--- src/design/stream_find_replace_macros.svh ---
// Assertion macros shared by the stream_find_replace modules.
// Expects i_clk and i_rst_n in the scope of each use.
`ifndef STREAM_FIND_REPLACE_MACROS_SVH
`define STREAM_FIND_REPLACE_MACROS_SVH

// same-cycle implication
`define SFR_ASSERT_IMP(lbl, ante, cons, msg) \
    lbl: assert property (@(posedge i_clk) disable iff (!i_rst_n) (ante) |-> (cons)) \
        else $error(msg);

// next-cycle implication
`define SFR_ASSERT_NXT(lbl, ante, cons, msg) \
    lbl: assert property (@(posedge i_clk) disable iff (!i_rst_n) (ante) |=> (cons)) \
        else $error(msg);

`endif

--- src/design/sfr_pkg.sv ---
// Shared types and constants for stream_find_replace.
// No dependencies.
package sfr_pkg;

    localparam int BYTE_W = 8;
    localparam int CFG_W  = 64;
    localparam int IDX_W  = 2;

    localparam logic [IDX_W-1:0] REG_PAT_BYTES = 2'd0;
    localparam logic [IDX_W-1:0] REG_PAT_LEN   = 2'd1;
    localparam logic [IDX_W-1:0] REG_REP_BYTES = 2'd2;
    localparam logic [IDX_W-1:0] REG_REP_LEN   = 2'd3;

    typedef enum logic [1:0] {
        EMIT_NONE,
        EMIT_BUF,
        EMIT_REP,
        EMIT_MARK
    } t_emit;

    typedef struct packed {
        logic  load;
        t_emit emit_sel;
        logic  last;
        logic  shift;
        logic  cnt_clr;
        logic  rep_inc;
    } t_cmd;

    typedef struct packed {
        logic match;
        logic full;
        logic cnt_zero;
        logic cnt_one;
        logic rep_last;
        logic rlen_zero;
        logic out_free;
        logic item_end;
        logic emitted;
    } t_stat;

endpackage

--- src/design/stream_find_replace.sv ---
// Streaming find-and-replace-all: top level, joins controller and datapath.
// Depends on sfr_pkg, sfr_ctrl, sfr_datapath.
// Each input transfer is loaded while idle, then scanned; results go through the output register.
// Head-byte drops are issued from the scan state; a replacement, flush or bare end mark comes
// from the state that follows scan. A new input transfer is accepted only once the controller
// is back in idle, after all results of the last one are issued; sink stalls hold this up.
// Reset (i_rst_n low, synchronous): empty match buffer, output empty, registers
// pattern 0 / length 1, replacement 0 / length 0.
module stream_find_replace #(
    parameter int PATTERN_MAX = 8,
    parameter int REPLACE_MAX = 8
) (
    input  logic                       i_clk,
    input  logic                       i_rst_n,
    input  logic                       i_cfg_we,
    input  logic [sfr_pkg::IDX_W-1:0]  i_cfg_idx,
    input  logic [sfr_pkg::CFG_W-1:0]  i_cfg_data,
    input  logic                       s_axis_tvalid,
    output logic                       s_axis_tready,
    input  logic [7:0]                 s_axis_tdata,   // [7:0] in_byte
    input  logic                       s_axis_tuser,   // [0] in_valid
    input  logic                       s_axis_tlast,   // in_end
    output logic                       m_axis_tvalid,
    input  logic                       m_axis_tready,
    output logic [7:0]                 m_axis_tdata,   // [7:0] out_byte
    output logic                       m_axis_tuser,   // [0] out_valid
    output logic                       m_axis_tlast    // out_last
);
    import sfr_pkg::*;

    t_cmd  cmd;
    t_stat stat;

    sfr_ctrl u_ctrl (
        .i_clk       (i_clk),
        .i_rst_n     (i_rst_n),
        .i_in_tvalid (s_axis_tvalid),
        .i_in_work   (s_axis_tuser | s_axis_tlast),
        .o_in_tready (s_axis_tready),
        .i_stat      (stat),
        .o_cmd       (cmd)
    );

    sfr_datapath #(
        .PATTERN_MAX (PATTERN_MAX),
        .REPLACE_MAX (REPLACE_MAX)
    ) u_datapath (
        .i_clk        (i_clk),
        .i_rst_n      (i_rst_n),
        .i_cfg_we     (i_cfg_we),
        .i_cfg_idx    (i_cfg_idx),
        .i_cfg_data   (i_cfg_data),
        .i_in_byte    (s_axis_tdata),
        .i_in_valid   (s_axis_tuser),
        .i_in_end     (s_axis_tlast),
        .i_cmd        (cmd),
        .o_stat       (stat),
        .o_out_tvalid (m_axis_tvalid),
        .i_out_tready (m_axis_tready),
        .o_out_byte   (m_axis_tdata),
        .o_out_valid  (m_axis_tuser),
        .o_out_last   (m_axis_tlast)
    );

endmodule

--- src/design/sfr_datapath.sv ---
// Datapath: config registers, partial-match buffer, replacement index, output register.
// Depends on sfr_pkg and stream_find_replace_macros.svh.
`include "stream_find_replace_macros.svh"

module sfr_datapath #(
    parameter int PATTERN_MAX = 8,
    parameter int REPLACE_MAX = 8
) (
    input  logic                          i_clk,
    input  logic                          i_rst_n,
    input  logic                          i_cfg_we,
    input  logic [sfr_pkg::IDX_W-1:0]     i_cfg_idx,
    input  logic [sfr_pkg::CFG_W-1:0]     i_cfg_data,
    input  logic [sfr_pkg::BYTE_W-1:0]    i_in_byte,
    input  logic                          i_in_valid,
    input  logic                          i_in_end,
    input  sfr_pkg::t_cmd                 i_cmd,
    output sfr_pkg::t_stat                o_stat,
    output logic                          o_out_tvalid,
    input  logic                          i_out_tready,
    output logic [sfr_pkg::BYTE_W-1:0]    o_out_byte,
    output logic                          o_out_valid,
    output logic                          o_out_last
);
    import sfr_pkg::*;

    localparam int CW = $clog2(PATTERN_MAX + 1);
    localparam int RW = $clog2(REPLACE_MAX + 1);

    logic [CFG_W-1:0]  r_pat_bytes;
    logic [3:0]        r_pat_len;
    logic [CFG_W-1:0]  r_rep_bytes;
    logic [3:0]        r_rep_len;

    logic [BYTE_W-1:0] r_buf [PATTERN_MAX];
    logic [CW-1:0]     r_cnt;
    logic [RW-1:0]     r_ridx;
    logic              r_end;
    logic              r_emitted;

    logic              r_out_tvalid;
    logic [BYTE_W-1:0] r_out_byte;
    logic              r_out_valid;
    logic              r_out_last;

    logic [CW-1:0]     plen_eff;
    logic [RW-1:0]     rlen_eff;
    logic [PATTERN_MAX-1:0] ok;
    logic              match;
    logic [BYTE_W-1:0] rep_byte;
    logic [BYTE_W-1:0] n_out_byte;
    logic              out_free;

    always_comb begin
        if (r_pat_len == 4'd0) begin
            plen_eff = CW'(1);
        end else if (r_pat_len > 4'(PATTERN_MAX)) begin
            plen_eff = CW'(PATTERN_MAX);
        end else begin
            plen_eff = CW'(r_pat_len);
        end
        if (r_rep_len > 4'(REPLACE_MAX)) begin
            rlen_eff = RW'(REPLACE_MAX);
        end else begin
            rlen_eff = RW'(r_rep_len);
        end
    end

    // buffer holds a pattern prefix iff every occupied slot matches
    always_comb begin
        for (int i = 0; i < PATTERN_MAX; i++) begin
            ok[i] = (r_cnt <= CW'(i)) || (r_buf[i] == r_pat_bytes[BYTE_W*i +: BYTE_W]);
        end
    end
    assign match = &ok;

    always_comb begin
        rep_byte = '0;
        for (int i = 0; i < REPLACE_MAX; i++) begin
            if (r_ridx == RW'(i)) begin
                rep_byte = r_rep_bytes[BYTE_W*i +: BYTE_W];
            end
        end
    end

    always_comb begin
        case (i_cmd.emit_sel)
            EMIT_BUF: n_out_byte = r_buf[0];
            EMIT_REP: n_out_byte = rep_byte;
            default:  n_out_byte = '0;
        endcase
    end

    assign out_free = !r_out_tvalid || i_out_tready;

    always_comb begin
        o_stat.match     = match;
        o_stat.full      = match && (r_cnt == plen_eff);
        o_stat.cnt_zero  = (r_cnt == '0);
        o_stat.cnt_one   = (r_cnt == CW'(1));
        o_stat.rep_last  = ((RW+1)'(r_ridx) + (RW+1)'(1)) == (RW+1)'(rlen_eff);
        o_stat.rlen_zero = (rlen_eff == '0);
        o_stat.out_free  = out_free;
        o_stat.item_end  = r_end;
        o_stat.emitted   = r_emitted;
    end

    always_ff @(posedge i_clk) begin
        if (!i_rst_n) begin
            r_pat_bytes  <= '0;
            r_pat_len    <= 4'd1;
            r_rep_bytes  <= '0;
            r_rep_len    <= 4'd0;
            r_cnt        <= '0;
            r_ridx       <= '0;
            r_end        <= 1'b0;
            r_emitted    <= 1'b0;
            r_out_tvalid <= 1'b0;
        end else begin
            if (i_cfg_we) begin
                case (i_cfg_idx)
                    REG_PAT_BYTES: begin
                        r_pat_bytes <= i_cfg_data;
                        r_cnt       <= '0;
                    end
                    REG_PAT_LEN: begin
                        r_pat_len <= i_cfg_data[3:0];
                        r_cnt     <= '0;
                    end
                    REG_REP_BYTES: r_rep_bytes <= i_cfg_data;
                    REG_REP_LEN:   r_rep_len   <= i_cfg_data[3:0];
                    default: ;
                endcase
            end
            if (i_cmd.load) begin
                if (i_in_valid) begin
                    r_cnt <= r_cnt + CW'(1);
                end
                r_end     <= i_in_end;
                r_emitted <= 1'b0;
                r_ridx    <= '0;
            end
            if (i_cmd.shift) begin
                r_cnt <= r_cnt - CW'(1);
            end
            if (i_cmd.cnt_clr) begin
                r_cnt <= '0;
            end
            if (i_cmd.rep_inc) begin
                r_ridx <= r_ridx + RW'(1);
            end
            if (i_cmd.emit_sel != EMIT_NONE) begin
                r_emitted    <= 1'b1;
                r_out_tvalid <= 1'b1;
            end else if (i_out_tready) begin
                r_out_tvalid <= 1'b0;
            end
        end
    end

    always_ff @(posedge i_clk) begin
        for (int i = 0; i < PATTERN_MAX; i++) begin
            if (i_cmd.load && i_in_valid && (r_cnt == CW'(i))) begin
                r_buf[i] <= i_in_byte;
            end else if (i_cmd.shift) begin
                r_buf[i] <= (i < PATTERN_MAX - 1) ? r_buf[(i + 1) % PATTERN_MAX] : r_buf[i];
            end
        end
        if (i_cmd.emit_sel != EMIT_NONE) begin
            r_out_byte  <= n_out_byte;
            r_out_valid <= (i_cmd.emit_sel != EMIT_MARK);
            r_out_last  <= i_cmd.last;
        end
    end

    assign o_out_tvalid = r_out_tvalid;
    assign o_out_byte   = r_out_byte;
    assign o_out_valid  = r_out_valid;
    assign o_out_last   = r_out_last;

    `SFR_ASSERT_IMP(a_cnt_bound, 1'b1, r_cnt <= plen_eff, "match count above pattern length")
    `SFR_ASSERT_IMP(a_mark_form, r_out_tvalid && !r_out_valid, (r_out_byte == '0) && r_out_last, "bare end mark malformed")

endmodule

--- src/design/sfr_ctrl.sv ---
// Controller: sequences load, scan, replacement and flush steps for one transfer.
// Depends on sfr_pkg and stream_find_replace_macros.svh.
`include "stream_find_replace_macros.svh"

module sfr_ctrl (
    input  logic           i_clk,
    input  logic           i_rst_n,
    input  logic           i_in_tvalid,
    input  logic           i_in_work,
    output logic           o_in_tready,
    input  sfr_pkg::t_stat i_stat,
    output sfr_pkg::t_cmd  o_cmd
);
    import sfr_pkg::*;

    typedef enum logic [2:0] {
        ST_IDLE,
        ST_SCAN,
        ST_REPL,
        ST_FLUSH
    } t_state;

    t_state r_state;
    t_state n_state;
    t_cmd   cmd;

    always_comb begin
        n_state       = r_state;
        cmd           = '0;
        cmd.emit_sel  = EMIT_NONE;
        o_in_tready   = 1'b0;
        case (r_state)
            ST_IDLE: begin
                o_in_tready = 1'b1;
                if (i_in_tvalid && i_in_work) begin
                    cmd.load = 1'b1;
                    n_state  = ST_SCAN;
                end
            end
            ST_SCAN: begin
                if (!i_stat.match) begin
                    // drop the head byte; the rest is retested next cycle
                    if (i_stat.out_free) begin
                        cmd.emit_sel = EMIT_BUF;
                        cmd.shift    = 1'b1;
                        cmd.last     = i_stat.item_end && i_stat.cnt_one;
                    end
                end else if (i_stat.full) begin
                    cmd.cnt_clr = 1'b1;
                    if (!i_stat.rlen_zero) begin
                        n_state = ST_REPL;
                    end else if (i_stat.item_end) begin
                        n_state = ST_FLUSH;
                    end else begin
                        n_state = ST_IDLE;
                    end
                end else if (i_stat.item_end) begin
                    n_state = ST_FLUSH;
                end else begin
                    n_state = ST_IDLE;
                end
            end
            ST_REPL: begin
                if (i_stat.out_free) begin
                    cmd.emit_sel = EMIT_REP;
                    cmd.rep_inc  = 1'b1;
                    cmd.last     = i_stat.item_end && i_stat.rep_last;
                    if (i_stat.rep_last) begin
                        n_state = ST_IDLE;
                    end
                end
            end
            ST_FLUSH: begin
                if (!i_stat.cnt_zero) begin
                    if (i_stat.out_free) begin
                        cmd.emit_sel = EMIT_BUF;
                        cmd.shift    = 1'b1;
                        cmd.last     = i_stat.cnt_one;
                    end
                end else if (i_stat.emitted) begin
                    n_state = ST_IDLE;
                end else if (i_stat.out_free) begin
                    cmd.emit_sel = EMIT_MARK;
                    cmd.last     = 1'b1;
                    n_state      = ST_IDLE;
                end
            end
            default: n_state = ST_IDLE;
        endcase
    end

    always_ff @(posedge i_clk) begin
        if (!i_rst_n) begin
            r_state <= ST_IDLE;
        end else begin
            r_state <= n_state;
        end
    end

    assign o_cmd = cmd;

    `SFR_ASSERT_IMP(a_emit_free, o_cmd.emit_sel != EMIT_NONE, i_stat.out_free, "emit into full output register")
    `SFR_ASSERT_IMP(a_repl_len, r_state == ST_REPL, !i_stat.rlen_zero, "replacement with zero length")
    `SFR_ASSERT_NXT(a_load_scan, o_cmd.load, r_state == ST_SCAN, "load not followed by scan")

endmodule

--- config.mk ---
export PLATFORM = sky130hd
export DESIGN_NAME = stream_find_replace
export DESIGN_NICKNAME = d
export VERILOG_FILES = /design/src/design/sfr_pkg.sv /design/src/design/stream_find_replace.sv /design/src/design/sfr_datapath.sv /design/src/design/sfr_ctrl.sv
export VERILOG_INCLUDE_DIRS = /design/src /design/src/design
export SDC_FILE = /design/constraint.sdc
export NUM_CORES = 1
export LEC_CHECK = 0
export ABC_AREA = 1
export BUFFER_PORTS_ARGS = -buffer_cell sky130_fd_sc_hd__buf_2
export CAP_MARGIN = 40
export CORE_ASPECT_RATIO = 0.8
export CORE_MARGIN = 5
export CORE_UTILIZATION = 60
export CTS_CLUSTER_SIZE = 8
export DETAILED_ROUTE_END_ITERATION = 12
export GPL_TIMING_DRIVEN = 0
export PLACE_DENSITY = 0.78
export SYNTH_ARGS = -nofsm -noshare
export SYNTH_HDL_FRONTEND = slang
export SYNTH_SLANG_ARGS = --single-unit
--- constraint.sdc ---
create_clock -name i_clk -period 5.05 [get_ports i_clk]
set_input_delay 0.7575 -clock i_clk [delete_from_list [all_inputs] [get_ports i_clk]]
set_output_delay 0.7575 -clock i_clk [all_outputs]
set_load 0.005 [all_outputs]
==> results of run 1 <==
worst min path at each step:
| stage | startpoint | end | slack [ns] | cells after the start |
|---|---|---|---|---|
| floorplan | u_datapath.r_pat_len[0]$_SDFFE_PN1P_ | u_datapath.r_pat_len[0]$_SDFFE_PN1P_ | 0.42 | 2 |
| global placement | u_datapath.r_pat_bytes[9]$_SDFFE_PN0P_ | u_datapath.r_pat_bytes[9]$_SDFFE_PN0P_ | 0.46 | 2 |
| detailed placement | u_datapath.r_pat_bytes[17]$_SDFFE_PN0P_ | u_datapath.r_pat_bytes[17]$_SDFFE_PN0P_ | 0.47 | 2 |
| CTS | s_axis_tdata[2] | u_datapath.r_buf[1][26]$_DFFE_PP_ | 0.40 | 1 |
| global route | s_axis_tdata[2] | u_datapath.r_buf[1][26]$_DFFE_PP_ | 0.41 | 1 |
| finish | s_axis_tdata[2] | u_datapath.r_buf[1][26]$_DFFE_PP_ | 0.41 | 1 |
per-stage QoR:
| stage | cells | setup WS, ns | total power (W) | area, sq um | util (%) |
|---|---|---|---|---|---|
| 2_1_floorplan | 1328 | 2.356 | 0.004062 | 10370 | - |
| 3_3_place_gp | 1644 | 1.638 | 0.004658 | 11100 | 64.69 |
| 3_5_place_dp | 1648 | 1.696 | 0.004740 | 11130 | 64.87 |
| 4_1_cts | 1699 | 1.666 | 0.006597 | 11990 | 69.85 |
| 5_1_grt | 1699 | 1.348 | 0.006958 | 11990 | 69.85 |
| 6_report | 1699 | 1.554 | 0.006633 | 11990 | 69.85 |
cells by family (layout without fill, tap and decap cells):
logic type	after synthesis	after routing	synth area share [%]
compound gates	232	232	12.20
xor+xnor	54	54	4.563
fa+ha+maj	13	13	1.569
buf+inv	135	281	5.275
flops	223	223	50.21
simple gates	671	671	26.18
synth_stat cells (10+ instances only):
| library cell | instances | area, sq um |
|---|---|---|
| clkbuf_1 | 43 | 161.4 |
| edfxtp_1 | 74 | 2222 |
| ha_1 | 13 | 162.7 |
| nand3_1 | 41 | 205.2 |
| xnor2_1 | 51 | 446.7 |
| o21ai_2 | 10 | 87.58 |
| nor2_1 | 301 | 1130 |
| nand4_1 | 14 | 87.58 |
| nand2_1 | 295 | 1107 |
| a21oi_1 | 39 | 195.2 |
| o21ai_0 | 155 | 775.7 |
| inv_1 | 75 | 281.5 |
| dfxtp_1 | 149 | 2983 |
power by group:
| group | total (W) | internal, W | switching, W | leakage (nW) |
|---|---|---|---|---|
| combinational | 0.00211 | 0.000689 | 0.00142 | 2.91 |
| sequential | 0.00267 | 0.00240 | 0.000265 | 1.91 |
| clock | 0.00186 | 0.00112 | 0.000734 | 0.409 |
| total | 0.00663 | 0.00421 | 0.00242 | 5.23 |
layer usage:
metal / vias up / GRT usage (%) / part of all wire (%)
met5: - / 0 / 0
met4: 0 / 10.51 / 3.4
met3: 87 / 7.416 / 10
met2: 482 / 45.64 / 44
met1: 4350 / 42.11 / 43
li1: 4566 / - / -
final cells by class:
| type | instances | area, sq um | area share [%] |
|---|---|---|---|
| repair buffers | 95 | 478.0 | 3.987 |
| inverters | 80 | 305.3 | 2.546 |
| clock inverters | 1 | 8.758 | 0.07305 |
| plain buffers | 55 | 241.5 | 2.014 |
| multi-input cells | 970 | 4622 | 38.55 |
| well taps | 225 | 281.5 | 2.348 |
| flip-flops and latches | 223 | 5205 | 43.41 |
| clock buffers | 50 | 847.1 | 7.065 |
sequential cells by signal, summed over array words and instances, names as in the netlist:
| signal | flops |
|---|---|
| u_datapath.r_rep_bytes | 64 |
| u_datapath.r_emitted | 1 |
| u_ctrl.r_state | 2 |
| u_datapath.o_out_tvalid | 1 |
| u_datapath.r_buf | 64 |
| u_datapath.o_out_last | 1 |
| u_datapath.r_pat_len | 4 |
| u_datapath.r_pat_bytes | 64 |
| u_datapath.o_out_valid | 1 |
| u_datapath.o_out_byte | 8 |
| u_datapath.r_end | 1 |
| u_datapath.r_cnt | 4 |
| u_datapath.r_rep_len | 4 |
| u_datapath.r_ridx | 4 |
==> impl_results.md, run 1 <==
* CTS root buf: clkbuf_16
* Vias in the first global route at 8888
* RSZ-0062 raised after global routing: no
* Hold crit path type: input pin to register
* Status: finished clean
* Final Max Slew Viols at 0
* Gr usage total at between 30% and 40%
* Area of the core at 17160 sq um
* Async SR Flop Fraction at 0%
* Synth Net Count at between 1000 and 1500
* Maxcap violations at 0
* Hold buffers post-CTS at 0
* Post-Syn Area per Cell at 7.806 sq um
* Synthesis-stage register bit count at 223
* Worst Clk Skew at 0.02738 ns
* Grt total ovfl at 0
* Layout area overhead at 15.65%
* Commonest non-fill, non-tap cell in the layout: nor2_1
* CP bufs+invs at 5
* Most used cell, CP: nand2_1
* Die Footprint at 20020 sq um
* Critical path destination: u_datapath.o_out_byte[7]$_DFFE_PP_
* Drt via density at 5.583
* Port Buffers at 91
* Reg-to-reg slack, setup at 1.55 ns
* Post-route ant nets at 0
* Initial Util at 60.40%
* Wire per inst at 17.94 um
* Final Routed Wirelength at between 30 and 40 mm
* Critical path's slowest cell: dfxtp_1
* Share of cells above drive strength 1 at 11.47%
* Diodes inserted at 0
* Cell chain of the critical path: inv_1 > ha_1 > o31ai_1 > nand2_1 > nand2_1 > nor2_2 > nand2_2 > nand3_4 > nand2_4 > inv_4 > buf_4 > nand2_1 > inv_1 > ha_1 > inv_1 > nor2_1 > nand2_1 > a21oi_1
* RR Endpoint: u_datapath.o_out_byte[7]$_DFFE_PP_
* Clock Tree Buf Depth at 3
* CP peak stage delay at 0.55 ns
* CP Launch Type: register
* Pwr dens at approximately 550 nW/um^2
* Delay-heaviest family, CP: simple AND/OR/NAND/NOR gates
* Reg2reg path depth at 18
* I/O Pins at 93
* CP Data Required Time at 5.31 ns
* Fmax at 286.0 MHz
* Filler Cell Count at about 1400
* Synth Flop Type: dfxtp_1
* Placer Congestion at about 0.98
* Least-Margin Pin Slew at 0.8760 ns
* Clk Latency, worst-skew pair at roughly 0.55 ns
* Number of gates resized after cts at 0
* Final hold vios at 0
* Total Nets Final at 1550
* EDFF count, synth at 74
* Antenna violations before repair at 0
* Tmin final at 3.496 ns
* Starting DRT DRC Count at 1138
* TNS Setup at 0 ns
* Syn Std Cell Area at 10370 sq um
* Setup Crit Path Kind: register to register
* Die H at around 130 um
* Clock sinks at approximately 220
* Register area share after synthesis at 50.21%
* Peak supply drop at 400.1 uV
* DPL Wire Length at roughly 23 mm
* Count of final setup violators at 0
* CTS tree: built
* Reg-to-Reg Start: u_datapath.r_cnt[0]$_SDFF_PP0_
* Most frequent cells in the layout: nor2_1 (301), nand2_1 (295), o21ai_0 (155), dfxtp_1 (149), buf_2 (100)
* Detailed Routing Iterations Pass 1 at 5
* Hold_ws at 0.4054 ns
* WP depth at 18
* TritonCTS Buffers at 31
* YS warnings at 0
* First-pass GRT wire length at 46.79 mm
* Critical Path AT at 3.76 ns
* H-tree levels at 1
* Largest net degree at the start of global routing at 16
* # DRC at 0
* Worst Setup SP: u_datapath.r_cnt[0]$_SDFF_PP0_
* Crit. End Element: register
* Post CTS Setup Buffer Count at 0
* Tcrit/Tclk final at 69.23%
* Slew HR at 41.39%
* Rows at 43
* Clock-pin slew on the worst setup and hold paths at 0.05 ns
* Leakage power at around 5.2 nW
* Synth cell types at 40
* Cell count after synthesis at 1328
* Crit-path max FO at 10
* Vias post-DR at 9485
* Die W at 157.0 um
No activity file was read; power rests on OpenSTA's default activity.
==> inputs of run 2 (changes only) <==
Settings changed: CORE_UTILIZATION 60 to 54, PLACE_DENSITY 0.78 to 0.74.
Clock period 5.05 ns to 2.81 ns, I/O delays scaled along.
==> impl_results.md, run 2 (synthesized netlist as in run 1, its figures left out) <==
* Status: finished clean
* TritonCTS Buffers at 31
* Final hold vios at 0
* Leakage power at 5.263 nW
* Post-route ant nets at 0
* Grt total ovfl at 0
* Gr usage total at 27.45%
* TNS Setup at 0 ns
* Largest net degree at the start of global routing at 16
* Initial Util at between 50% and 60%
* Hold Path Depth at 1
* Worst Clk Skew at about 0.017 ns
* CP Data Required Time at 3.09 ns
* Tmin final at ~2.6 ns
* Least-Margin Pin Slew at around 0.8 ns
* DR WL met2 at about 14 mm
* Top sig layer: met4
* Final Routed Wirelength at 31.17 mm
* Most frequent cells in the layout: nor2_1 (299), nand2_1 (294), o21ai_0 (155), dfxtp_1 (147), buf_2 (101)
* CTS tree: built
* Share of cells above drive strength 1 at between 10% and 20%
* RSZ-0062 raised after global routing: no
* Critical Path AT at 2.93 ns
* Peak supply drop at 565.9 uV
* Starting DRT DRC Count at between 1000 and 1500
* Crit-path max FO at 12
* Total Nets Final at 1557
* Reg-to-reg slack, setup at 0.16 ns
* Die Footprint at 22080 sq um
* Maxcap violations at 0
* Biggest regs: u_datapath.r_buf (64), u_datapath.r_pat_bytes (64), u_datapath.r_rep_bytes (64)
* Pwr dens at around 1000 nW/um^2
* Layout area overhead at 17.47%
* End-of-flow core utilization at 64.37%
* RR Endpoint: u_datapath.o_out_byte[5]$_DFFE_PP_
* DPL Wire Length at 23.12 mm
* Final Max Slew Viols at 0
* Clk Latency, worst-skew pair at 0.55 ns
* Hold_sp: s_axis_tdata[2]
* Vias post-DR at 9505
* Detailed Routing Iterations Pass 1 at 6
* Clock sinks at 223
* CTS root buf: clkbuf_16
* Hold buffers post-CTS at 0
* Diodes inserted at 0
* Reg-to-Reg Start: u_datapath.r_cnt[1]$_SDFF_PP0_
* I/O Pins at 93
* Area of the core at 18920 sq um
* Count of final setup violators at 0
* CP Launch Type: register
* Metal3 WL at 2.657 mm
* Crit. End Element: register
* First-pass GRT wire length at 46.97 mm
* H-tree levels at 1
* Antenna violations before repair at 0
* Hold_ws at 0.07836 ns
* Clock Tree Buf Depth at 3
* Slew HR at between 40% and 50%
* Commonest non-fill, non-tap cell in the layout: nor2_1
* Placer Congestion at between 0.9 and 1
* Hold crit path type: input pin to register
* Wire per inst at 17.94 um
* Setup Crit Path Kind: register to register
* Rows at 45
* Drt via density at roughly 5.5
* Worst Setup SP: u_datapath.r_cnt[1]$_SDFF_PP0_
* Die H at 133.9 um
* Reg2reg path depth at 17
* Vias in the first global route at between 8000 and 9000
* Clock-pin slew on the worst setup and hold paths at 0.05 ns
* Fmax at ~380 MHz
* Die W at 164.9 um
* Routed met1 length at 14.14 mm
* # DRC at 0
* Hold Path End: u_datapath.r_buf[1][26]$_DFFE_PP_
* Tcrit/Tclk final at between 90 and 100%
* Port Buffers at slightly above 90
-- run 2: cell count changes in the layout (fill, tap and decap cells not counted), sizes merged --
cell      change
buf           +6
clkbuf        -2
clkinv        +1
clkinvlp      +2
inv           -2
-- run 2: metrics by stage --
step | cell area (sq um) | instances | total power, W | worst slack [ns]
after floorplan | 10370 | 1328 | 0.007301 | 0.1163
after global placement | 11140 | 1677 | 0.008376 | -0.4407
after detailed placement | 11180 | 1682 | 0.008499 | -0.4869
after CTS | 12090 | 1729 | 0.01199 | 0.004557
after global routing | 12180 | 1737 | 0.01280 | 0.004914
final | 12180 | 1737 | 0.01221 | 0.1640
-- run 2: worst max-delay path, stage by stage (launching register included) --
cell      delay (ns)
dfxtp_4         0.39
inv_2           0.10
ha_2            0.23
o31ai_1         0.22
nand2_1         0.09
nand2_1         0.11
nor2_4          0.06
nand2_2         0.09
nand3_4         0.12
nand2_8         0.15
clkinv_8        0.09
nand2_2         0.10
inv_2           0.06
ha_1            0.20
inv_2           0.11
nor2_1          0.06
nand2_1         0.09
a21oi_2         0.08
-- run 2: worst max-delay path by stage --
stage / depth (start not counted) / slack (ns) / endpoint
after CTS: 20 / 0.005 / u_datapath.o_out_byte[2]$_DFFE_PP_
final: 17 / 0.16 / u_datapath.o_out_byte[5]$_DFFE_PP_
after global routing: 20 / 0.005 / u_datapath.o_out_byte[5]$_DFFE_PP_
after global placement: 15 / -0.44 / u_datapath.o_out_byte[5]$_DFFE_PP_
after floorplan: 15 / 0.12 / u_datapath.o_out_byte[0]$_DFFE_PP_
after detailed placement: 15 / -0.49 / u_datapath.o_out_byte[5]$_DFFE_PP_
-- run 2: layout make-up --
cell class	instances	area (sq um)
Buffer	52	226.5
Timing Repair inverter	1	7.507
Fill cell	1674	6741
Sequential cell	223	5213
Timing Repair Buffer	104	543.0
Clock buffer	48	839.6
Inverter	80	319.1
Tap cell	258	322.8
Multi-Input combinational cell	970	4697
Clock inverter	1	8.758
-- run 2: timing repair --
action,CTS,global route
gates resized for setup,22,10
endpoints found under the hold margin,0,0
gates cloned,1,0
pin swaps,0,3
buffers inserted,0,8
endpoints found under the setup margin,70,18
-- run 2: power breakdown --
group	total, W	switching, W	internal [W]
clock	0.00334	0.00134	0.00201
sequential	0.00479	0.000462	0.00433
combinational	0.00408	0.00267	0.00141
total	0.0122	0.00447	0.00774
-- run 2: metal layers --
layer / vias to the layer above / track usage, %
li1: 4570 / -
met1: 4449 / 41.02
met2: 422 / 42.33
met3: 64 / 3.717
met4: 0 / 6.744
met5: - / 0
